<file path="src/rtl/core/afl_pkg.sv">
// Shared types and constants for the sprite animation timeline store.
// Used by the timeline cell, the modulo unit and the top level.
package afl_pkg;

    // field widths fixed by the item format
    localparam int TOTAL_W = 24;
    localparam int LEN_W   = 16;
    localparam int REF_W   = 16;
    localparam int TAG_W   = 9;
    localparam int QT_W    = 32;
    localparam int IDX_W   = 7;
    localparam int CMD_W   = 3;
    localparam int MODE_W  = 2;

    // modulo unit: one quotient bit per cycle over the non-negative time bits
    localparam int DIV_STEPS = QT_W - 1;
    localparam int DIV_CNT_W = $clog2(DIV_STEPS);

    // command codes
    localparam logic [CMD_W-1:0] CMD_CLEAR  = 3'd0;
    localparam logic [CMD_W-1:0] CMD_APPEND = 3'd1;
    localparam logic [CMD_W-1:0] CMD_END    = 3'd2;
    localparam logic [CMD_W-1:0] CMD_QUERY  = 3'd3;
    localparam logic [CMD_W-1:0] CMD_READ   = 3'd4;

    // loop modes
    localparam logic [MODE_W-1:0] MODE_ONCE     = 2'd0;
    localparam logic [MODE_W-1:0] MODE_LOOP     = 2'd1;
    localparam logic [MODE_W-1:0] MODE_PINGPONG = 2'd2;

    // saturation value of the running total
    localparam logic [TOTAL_W-1:0] TOTAL_MAX = '1;

    // one timeline entry as held in a cell
    typedef struct packed {
        logic [TOTAL_W-1:0]      start;
        logic [LEN_W-1:0]        length;
        logic [REF_W-1:0]        frame_ref;
        logic signed [TAG_W-1:0] tag;
    } t_entry;

endpackage

</file>
<file path="src/rtl/core/afl_cell.sv">
// One storage cell of the circulating timeline ring.
// Depends on afl_pkg for the entry type.
module afl_cell
    import afl_pkg::*;
(
    input  logic   i_clk,
    input  logic   i_shift,
    input  t_entry i_d,
    output t_entry o_q
);

    t_entry r_q;

    // take the neighbour's entry on every shift cycle
    always_ff @(posedge i_clk) begin
        if (i_shift) begin
            r_q <= i_d;
        end
    end

    assign o_q = r_q;

endmodule

</file>
<file path="src/rtl/core/afl_mod_unit.sv">
// Bit-serial restoring modulo unit: non-negative time modulo the total.
// Depends on afl_pkg for widths.
module afl_mod_unit
    import afl_pkg::*;
(
    input  logic               i_clk,
    input  logic               i_rst_n,
    input  logic               i_start,
    input  logic [QT_W-2:0]    i_dividend,
    input  logic [TOTAL_W-1:0] i_divisor,
    output logic               o_done,
    output logic [TOTAL_W-1:0] o_rem
);

    logic                 r_busy;
    logic                 r_done;
    logic [DIV_CNT_W-1:0] r_cnt;
    logic [QT_W-2:0]      r_dvd;
    logic [TOTAL_W-1:0]   r_div;
    logic [TOTAL_W-1:0]   r_rem;
    logic [TOTAL_W:0]     trial;
    logic [TOTAL_W-1:0]   n_rem;

    // one restoring step: bring in the next dividend bit, subtract if it fits
    always_comb begin
        trial = {r_rem, r_dvd[QT_W-2]};
        if (trial >= {1'b0, r_div}) begin
            n_rem = TOTAL_W'(trial - {1'b0, r_div});
        end else begin
            n_rem = trial[TOTAL_W-1:0];
        end
    end

    // control
    always_ff @(posedge i_clk) begin
        if (!i_rst_n) begin
            r_busy <= 1'b0;
            r_done <= 1'b0;
            r_cnt  <= '0;
        end else begin
            r_done <= 1'b0;
            if (i_start) begin
                r_busy <= 1'b1;
                r_cnt  <= '0;
            end else if (r_busy) begin
                r_cnt <= r_cnt + 1'b1;
                if (r_cnt == DIV_CNT_W'(DIV_STEPS - 1)) begin
                    r_busy <= 1'b0;
                    r_done <= 1'b1;
                end
            end
        end
    end

    // datapath
    always_ff @(posedge i_clk) begin
        if (i_start) begin
            r_dvd <= i_dividend;
            r_div <= i_divisor;
            r_rem <= '0;
        end else if (r_busy) begin
            r_dvd <= {r_dvd[QT_W-3:0], 1'b0};
            r_rem <= n_rem;
        end
    end

    assign o_done = r_done;
    assign o_rem  = r_rem;

endmodule

</file>
<file path="src/rtl/core/animation_frame_timeline_lookup.sv">
// Sprite animation timeline store: a ring of MAX_ENTRIES cells that circulates once per
// sweep. Depends on afl_pkg, afl_cell and afl_mod_unit.
//
// Timing for the user: one command at a time; busy is high from acceptance until the
// result strobe, and the result appears for one cycle with o_strobe (no back-pressure).
// Clear, unknown codes, a rejected append, a closing end, a read out of range and a
// query that misses up front go straight to the done state. An accepted append and an
// in-range read turn the entry ring once, and the head cell is examined each cycle. A
// query first runs the bit-serial modulo unit (31 steps and the hand-over), then makes
// one ring turn for the linear search. An end in ping-pong mode with n >= 3 entries
// makes one ring turn per mirrored entry (entries n - 2 down to 1).
module animation_frame_timeline_lookup
    import afl_pkg::*;
#(
    parameter int MAX_ENTRIES = 128
) (
    input  logic                      i_clk,
    input  logic                      i_rst_n,
    input  logic                      start,
    output logic                      busy,
    input  logic                      i_cfg_we,
    input  logic [MODE_W-1:0]         i_cfg_wdata,
    input  logic [CMD_W-1:0]          i_cmd,
    input  logic                      i_sprite_valid,
    input  logic signed [TAG_W-1:0]   i_tag_code,
    input  logic [REF_W-1:0]          i_frame_ref,
    input  logic [LEN_W-1:0]          i_frame_length,
    input  logic signed [QT_W-1:0]    i_query_time,
    input  logic [IDX_W-1:0]          i_entry_index,
    output logic                      o_strobe,
    output logic                      o_ok_flag,
    output logic                      o_hit,
    output logic [IDX_W-1:0]          o_found_index,
    output logic [REF_W-1:0]          o_out_ref,
    output logic signed [TAG_W-1:0]   o_out_tag,
    output logic [TOTAL_W-1:0]        o_out_start,
    output logic [LEN_W-1:0]          o_out_length,
    output logic [TOTAL_W-1:0]        o_out_total
);

    localparam int SW   = $clog2(MAX_ENTRIES);
    localparam int CW   = $clog2(MAX_ENTRIES + 1);
    localparam int HALF = MAX_ENTRIES / 2;
    localparam int CMPW = (CW > IDX_W) ? CW : IDX_W;

    typedef enum logic [3:0] {
        ST_IDLE  = 4'b0001,
        ST_DIV   = 4'b0010,
        ST_SWEEP = 4'b0100,
        ST_DONE  = 4'b1000
    } t_state;

    t_state             r_state;
    logic [MODE_W-1:0]  r_loop_mode;
    logic [CW-1:0]      r_count;
    logic [TOTAL_W-1:0] r_total;
    logic               r_appending;
    logic [CMD_W-1:0]   r_cmd;
    logic               r_ok;
    logic               r_hit;
    logic [IDX_W-1:0]   r_fidx;
    t_entry             r_fent;
    t_entry             r_new;
    t_entry             r_hold;
    logic [CW-1:0]      r_k;
    logic [SW-1:0]      r_step;
    logic [TOTAL_W-1:0] r_tm;
    logic [IDX_W-1:0]   r_idx;

    t_entry             cell_q [MAX_ENTRIES];
    t_entry             head;
    t_entry             wr_src;
    t_entry             tail_in;
    logic               accept;
    logic               shift;
    logic [CW-1:0]      step_c;
    logic               wr_now;
    logic               last_step;
    logic               in_range;
    logic               covered;
    logic [TOTAL_W:0]   head_end;
    logic [TOTAL_W:0]   sum;
    logic [TOTAL_W-1:0] n_total;
    logic               app_ok;
    logic               mirror_go;
    logic               query_go;
    logic               read_go;
    logic               div_start;
    logic               div_done;
    logic [TOTAL_W-1:0] div_rem;

    assign busy   = (r_state != ST_IDLE);
    assign accept = start && !busy;
    assign shift  = (r_state == ST_SWEEP);

    // up-front decisions on the incoming item
    assign app_ok    = r_appending && i_sprite_valid && (r_count < CW'(HALF));
    assign mirror_go = r_appending && (r_loop_mode == MODE_PINGPONG) && (r_count >= CW'(3));
    assign query_go  = !i_query_time[QT_W-1]
                       && !((r_loop_mode == MODE_ONCE) && (i_query_time >= QT_W'(r_total)))
                       && (r_total != '0);
    assign read_go   = CMPW'(i_entry_index) < CMPW'(r_count);
    assign div_start = accept && (i_cmd == CMD_QUERY) && query_go;

    afl_mod_unit u_mod (
        .i_clk      (i_clk),
        .i_rst_n    (i_rst_n),
        .i_start    (div_start),
        .i_dividend (i_query_time[QT_W-2:0]),
        .i_divisor  (r_total),
        .o_done     (div_done),
        .o_rem      (div_rem)
    );

    // ring of cells: every cell hands its entry down, the head feeds the tail
    for (genvar g = 0; g < MAX_ENTRIES; g++) begin : g_cell
        if (g == MAX_ENTRIES - 1) begin : g_tail
            afl_cell u_cell (.i_clk(i_clk), .i_shift(shift), .i_d(tail_in), .o_q(cell_q[g]));
        end else begin : g_body
            afl_cell u_cell (.i_clk(i_clk), .i_shift(shift), .i_d(cell_q[g+1]), .o_q(cell_q[g]));
        end
    end

    // head cell holds entry r_step during the sweep
    always_comb begin
        head      = cell_q[0];
        step_c    = CW'(r_step);
        last_step = (r_step == SW'(MAX_ENTRIES - 1));
        in_range  = step_c < r_count;
        // append writes the new entry, mirror writes the held copy, at slot r_count
        wr_src    = (r_cmd == CMD_APPEND) ? r_new : r_hold;
        wr_now    = shift && (step_c == r_count)
                    && ((r_cmd == CMD_APPEND) || (r_cmd == CMD_END));
        tail_in   = head;
        if (wr_now) begin
            tail_in.start     = r_total;
            tail_in.length    = wr_src.length;
            tail_in.frame_ref = wr_src.frame_ref;
            tail_in.tag       = wr_src.tag;
        end
        // running total saturates
        sum     = {1'b0, r_total} + (TOTAL_W + 1)'(wr_src.length);
        n_total = sum[TOTAL_W] ? TOTAL_MAX : sum[TOTAL_W-1:0];
        // does the head entry cover the reduced time
        head_end = {1'b0, head.start} + (TOTAL_W + 1)'(head.length);
        covered  = (r_tm >= head.start) && ({1'b0, r_tm} < head_end);
    end

    // configuration register
    always_ff @(posedge i_clk) begin
        if (!i_rst_n) begin
            r_loop_mode <= MODE_ONCE;
        end else if (i_cfg_we) begin
            r_loop_mode <= i_cfg_wdata;
        end
    end

    // command sequencer and timeline state
    always_ff @(posedge i_clk) begin
        if (!i_rst_n) begin
            r_state     <= ST_IDLE;
            r_count     <= '0;
            r_total     <= '0;
            r_appending <= 1'b0;
            r_step      <= '0;
            o_strobe    <= 1'b0;
        end else begin
            o_strobe <= 1'b0;
            unique case (r_state)
                ST_IDLE: begin
                    if (accept) begin
                        r_step <= '0;
                        unique case (i_cmd)
                            CMD_CLEAR: begin
                                r_count     <= '0;
                                r_total     <= '0;
                                r_appending <= 1'b1;
                                r_state     <= ST_DONE;
                            end
                            CMD_APPEND: begin
                                r_state <= app_ok ? ST_SWEEP : ST_DONE;
                            end
                            CMD_END: begin
                                r_appending <= 1'b0;
                                r_state     <= mirror_go ? ST_SWEEP : ST_DONE;
                            end
                            CMD_QUERY: begin
                                r_state <= query_go ? ST_DIV : ST_DONE;
                            end
                            CMD_READ: begin
                                r_state <= read_go ? ST_SWEEP : ST_DONE;
                            end
                            default: begin
                                r_state <= ST_DONE;
                            end
                        endcase
                    end
                end
                ST_DIV: begin
                    if (div_done) begin
                        r_state <= ST_SWEEP;
                    end
                end
                ST_SWEEP: begin
                    if (wr_now) begin
                        r_total <= n_total;
                    end
                    if (last_step) begin
                        r_step <= '0;
                        // one slot written per turn; it counts once the turn is over
                        if ((r_cmd == CMD_APPEND) || (r_cmd == CMD_END)) begin
                            r_count <= r_count + 1'b1;
                        end
                        // mirror never overruns: the count is at most half before it
                        if ((r_cmd == CMD_END) && (r_k != CW'(1))) begin
                            r_state <= ST_SWEEP;
                        end else begin
                            r_state <= ST_DONE;
                        end
                    end else begin
                        r_step <= r_step + 1'b1;
                    end
                end
                ST_DONE: begin
                    o_strobe <= 1'b1;
                    r_state  <= ST_IDLE;
                end
                default: begin
                    r_state <= ST_IDLE;
                end
            endcase
        end
    end

    // item payload, search capture and result registers
    always_ff @(posedge i_clk) begin
        if (accept) begin
            r_cmd           <= i_cmd;
            r_ok            <= !((i_cmd == CMD_APPEND) && !app_ok);
            r_hit           <= 1'b0;
            r_new.start     <= '0;
            r_new.length    <= i_frame_length;
            r_new.frame_ref <= i_frame_ref;
            r_new.tag       <= i_tag_code;
            r_idx           <= i_entry_index;
            r_k             <= r_count - CW'(2);
        end
        if (div_done) begin
            r_tm <= div_rem;
        end
        if (shift) begin
            if ((r_cmd == CMD_END) && (step_c == r_k)) begin
                r_hold <= head;
            end
            if ((r_cmd == CMD_END) && last_step) begin
                r_k <= r_k - 1'b1;
            end
            if ((r_cmd == CMD_QUERY) && !r_hit && in_range && covered) begin
                r_hit  <= 1'b1;
                r_fidx <= IDX_W'(r_step);
                r_fent <= head;
            end
            if ((r_cmd == CMD_READ) && (CMPW'(r_step) == CMPW'(r_idx))) begin
                r_hit  <= 1'b1;
                r_fidx <= IDX_W'(r_step);
                r_fent <= head;
            end
        end
        if (r_state == ST_DONE) begin
            o_ok_flag     <= r_ok;
            o_hit         <= r_hit;
            o_found_index <= r_hit ? r_fidx : '0;
            o_out_ref     <= r_hit ? r_fent.frame_ref : '0;
            o_out_tag     <= r_hit ? r_fent.tag : '0;
            o_out_start   <= r_hit ? r_fent.start : '0;
            o_out_length  <= r_hit ? r_fent.length : '0;
            o_out_total   <= r_total;
        end
    end

    // checks
    a_count_bound: assert property (@(posedge i_clk) disable iff (!i_rst_n)
        r_count <= CW'(MAX_ENTRIES))
        else $error("entry count beyond capacity");

    a_open_half: assert property (@(posedge i_clk) disable iff (!i_rst_n)
        r_appending |-> (r_count <= CW'(HALF)))
        else $error("open timeline holds more than half the capacity");

    a_miss_zero: assert property (@(posedge i_clk) disable iff (!i_rst_n)
        (o_strobe && !o_hit) |-> ((o_found_index == '0) && (o_out_start == '0)
                                  && (o_out_length == '0)))
        else $error("miss result carries entry fields");

    a_accept_busy: assert property (@(posedge i_clk) disable iff (!i_rst_n)
        accept |=> (busy && !o_strobe))
        else $error("accepted item did not raise busy");

    a_strobe_idle: assert property (@(posedge i_clk) disable iff (!i_rst_n)
        o_strobe |-> !busy)
        else $error("result strobe while still working");

endmodule

</file>
<file path="config.mk">
export PLATFORM = sky130hd
export DESIGN_NAME = animation_frame_timeline_lookup
export DESIGN_NICKNAME = d
export VERILOG_FILES = /design/src/rtl/core/afl_pkg.sv /design/src/rtl/core/afl_cell.sv /design/src/rtl/core/afl_mod_unit.sv /design/src/rtl/core/animation_frame_timeline_lookup.sv
export SDC_FILE = /design/constraint.sdc
export NUM_CORES = 2
export LEC_CHECK = 0
export ABC_AREA = 0
export BUFFER_PORTS_ARGS = -buffer_cell sky130_fd_sc_hd__buf_2
export CAP_MARGIN = 20
export CORE_UTILIZATION = 40
export DETAILED_ROUTE_END_ITERATION = 8
export SETUP_SLACK_MARGIN = 0.05
export SYNTH_ARGS = -nofsm -noshare
export SYNTH_HDL_FRONTEND = slang
export SYNTH_SLANG_ARGS = --single-unit
export TNS_END_PERCENT = 30
</file>
<file path="constraint.sdc">
create_clock -name i_clk -period 224.5 [get_ports i_clk]
set_input_delay 44.9 -clock i_clk [delete_from_list [all_inputs] [get_ports i_clk]]
set_output_delay 44.9 -clock i_clk [all_outputs]
set_load 0.005 [all_outputs]
</file>
==> results by group <==
Clock tree
  • CTS Buf Count: 830
  • H-tree depth: 6
  • Clk sink count: between 8000 and 9000
  • CTS root buf: clkbuf_16
  • CTS tree: yes
  • Resize count post-CTS: 0
  • CTS clk-pin slew, worst paths: ~60 ps
  • Clock Latency Late Sink: about 1100 ps
  • Cts hold-fix bufs: 0
  • Post-CTS Setup Inserts: 0
  • Longest Clk Path Bufs: 4

Yosys
  • Synth Flop Type: edfxtp_1
  • Cell variety after synth: 77
  • Post-synth EDFFs: between 8000 and 9000
  • Synth async-reset ratio: 0%
  • Post-synthesis cell count: roughly 10000
  • Synth area leaders: edfxtp_1, ha_1, dfxtp_1, nand2_1, a21oi_1
  • Post-Syn Area per Cell: approximately 27 um2
  • Sequential cell area fraction in the yosys report: approximately 97%
  • Post-synthesis cell area: 0.271 mm2
  • Dominant cell type by area after synthesis: edfxtp_1
  • Syn_nets: around 10000
  • Yosys top cell area share: 95.9%
  • Synth Register Bits: roughly 8700
  • Number of synthesis warnings: 0

STA
  • Min cycle time layout: about 48000 ps
  • Slew Limit Fails: 0
  • Ratio of final minimum period to clock period: 21.3%
  • Achievable Freq: 0.0210 GHz
  • Setup violations, final: 0
  • Worst-Margin Slew: 1150 ps
  • RSZ-0062 raised after global routing: no
  • PnR worst setup slack: about 180000 ps
  • TNS Setup: 0 ps
  • Layout Skew: 60.2 ps
  • Slew headroom: 23.2%
  • Final Hold Viols: 0
  • WHS: between 300 and 400 ps

Floorplanning
  • Total I/O pin count: 190
  • Die Ht: around 830 um
  • Full die area: 0.681 mm2
  • Core Rows: approximately 300
  • Die W: about 830 um
  • Core box area: ~0.68 mm2
  • Initial cell density of the core: 40.1%

Power and ir drop
  • Worst vdd ir: 0.00000744 V
  • Int Power: 2.56 mW
  • Sw frac: a little under a fifth
  • P_leak: 97.7 nW
  • Final Power: approximately 3.2 mW
  • Switching power: 604 uW
  • Sequential share of power: between 50% and 60%
  • PD cells: 10.1 mW/mm2
  • Comb pwr share: less than 1%
  • Clk pwr share: 43.2%

Global routing
  • Total GRT Usage: 11.0%
  • GR Overflow Total: 0
  • Pin count of the biggest net entering global routing: a little under 200
  • First-pass GRT wire length: 578 mm
  • Vias in the first global route: between 90000 and 100k
  • Initial antenna violation count: between 70 and 80

Outcome
  • Outcome: finished, final reports clean

Routing
  • Routed Antenna Nets: 0
  • Vias: 95954
  • Via density per instance: 4.56
  • WL/cell: about 18 um
  • Drt pass-1 iters: 5
  • DR iter-0 viols: 10592
  • DR DRC count: 0
  • Routed WL: between 300 and 400 mm

Finish
  • Synth-to-layout area growth: 15.0%
  • # fillers: 54617
  • NumNets Final: around 12000
  • Share of layout cells above drive strength 1: between 10% and 20%
  • Commonest cells after routing, fill and taps aside: edfxtp_1, clkbuf_16, nand2_1, clkinv_1, buf_2
  • Non-Filler Instances: ~21000
  • Fin area: a little over 0.3 mm2
  • Fin util: a little under half
  • Commonest non-fill, non-tap cell in the layout: edfxtp_1

Worst setup path
  • Critical path class: in -> reg
  • Req. time, crit path: ~230000 ps
  • Crit end category: flip-flop
  • CP arrival: 48410 ps
  • Startpoint Class: input port
  • CP Max Fanout: 53

Place
  • Placement Cell Area: approximately 0.28 mm2
  • DP HPWL: just over 200 mm
  • Dpl ws: ~180000 ps
  • Placed Cells: slightly below 20000
  • # port buffers: about 190
  • Placer congestion estimate: 0.784

Job
  • Max Cap Violations: 0

Min path
  • Worst Hold Class: reg -> reg
==> power groups by stage <==
stage | Combinational (mW) | Sequential, mW | Clock [mW]
floorplan | 0.0131 | 1.84 | 0
global placement | 0.0183 | 1.81 | 0
detailed placement | 0.0190 | 1.81 | 0
CTS | 0.0191 | 1.78 | 1.41
global route | 0.0210 | 1.78 | 1.47
finish | 0.0190 | 1.78 | 1.36
==> final timing paths <==
check	startpoint	end	slack (ps)	depth (start not counted)
worst max-delay path	i_query_time[31]	u_mod.r_div[13]$_DFFE_PP_	176780	9
worst min-delay path	g_cell[126].g_body.u_cell.o_q[24]$_DFFE_PP_	g_cell[125].g_body.u_cell.o_q[24]$_DFFE_PP_	370	0
worst min register to register	g_cell[126].g_body.u_cell.o_q[24]$_DFFE_PP_	g_cell[125].g_body.u_cell.o_q[24]$_DFFE_PP_	370	0
worst max register to register	r_state[0]$_SDFFE_PN1P_	g_cell[65].g_body.u_cell.o_q[34]$_DFFE_PP_	214450	11
==> state kept, by name, summed over array words and instances (netlist names), 31 cells and up <==
| name | count |
|---|---|
| r_fent | 65 |
| g_cell.g_body.u_cell.o_q | 8255 |
| u_mod.r_dvd | 31 |
| g_cell.g_tail.u_cell.o_q | 65 |
| r_hold | 41 |
| r_new | 41 |
==> critical path, stage by stage <==
cell	delay, ps
buf_2	130
or4_1	520
nor4_1	500
o211ai_1	210
a2111oi_2	460
o211ai_1	360
buf_4	270
inv_2	310
buf_4	710
==> area by class of cell <==
type	instances	area [um2]	share of cell area, %
Clock buffer	1015	21600	6.93
Inverter	110	420	0.135
Multi-Input combinational cell	1295	8770	2.81
Sequential cell	8749	262000	84.0
Antenna cell	18	45.0	0.0144
Tap cell	8968	11200	3.60
Clock inverter	518	5320	1.70
Timing Repair Buffer	364	2680	0.858
==> cell families (layout without fill, tap and decap cells) <==
logic type / after synthesis / after routing / synth area share [%]
compound gates: 403 / 403 / 0.924
xor+xnor: 79 / 79 / 0.255
buf+inv: 177 / 2007 / 0.253
mux: 68 / 68 / 0.266
fa+ha+maj: 151 / 151 / 0.705
other cells: 0 / 18 / 0
flops: 8749 / 8749 / 96.5
simple gates: 594 / 594 / 1.06
==> synthesized netlist by cell type (12+ instances only) <==
| library cell | n |
|---|---|
| inv_1 | 109 |
| edfxtp_1 | 8662 |
| clkbuf_1 | 44 |
| nand2_1 | 232 |
| nor2_1 | 101 |
| nand4_1 | 25 |
| mux2i_1 | 35 |
| nand2b_1 | 17 |
| o21bai_1 | 12 |
| and2_1 | 76 |
| a21o_1 | 25 |
| buf_2 | 18 |
| a211oi_1 | 18 |
| dfxtp_1 | 87 |
| a21oi_1 | 116 |
| mux2_2 | 29 |
| xnor2_1 | 50 |
| nor3_1 | 35 |
| a31oi_1 | 13 |
| ha_1 | 148 |
| o21a_1 | 19 |
| o21ai_0 | 78 |
| nand3_1 | 31 |
| xor2_1 | 29 |
| nor4_1 | 21 |
| o21ai_1 | 53 |
==> per-layer routing <==
layer | wire length, um | up-vias | global-route usage (%) | part of all wire [%]
li1 | - | 43579 | - | -
met1 | 187000 | 49430 | 17.9 | 49
met2 | 158000 | 2179 | 14.6 | 41
met5 | 11 | - | 0 | 0.0029
met3 | 26300 | 764 | 2.27 | 6.9
met4 | 10600 | 2 | 3.37 | 2.8
Note: power is estimated with default switching activity, not from simulation.
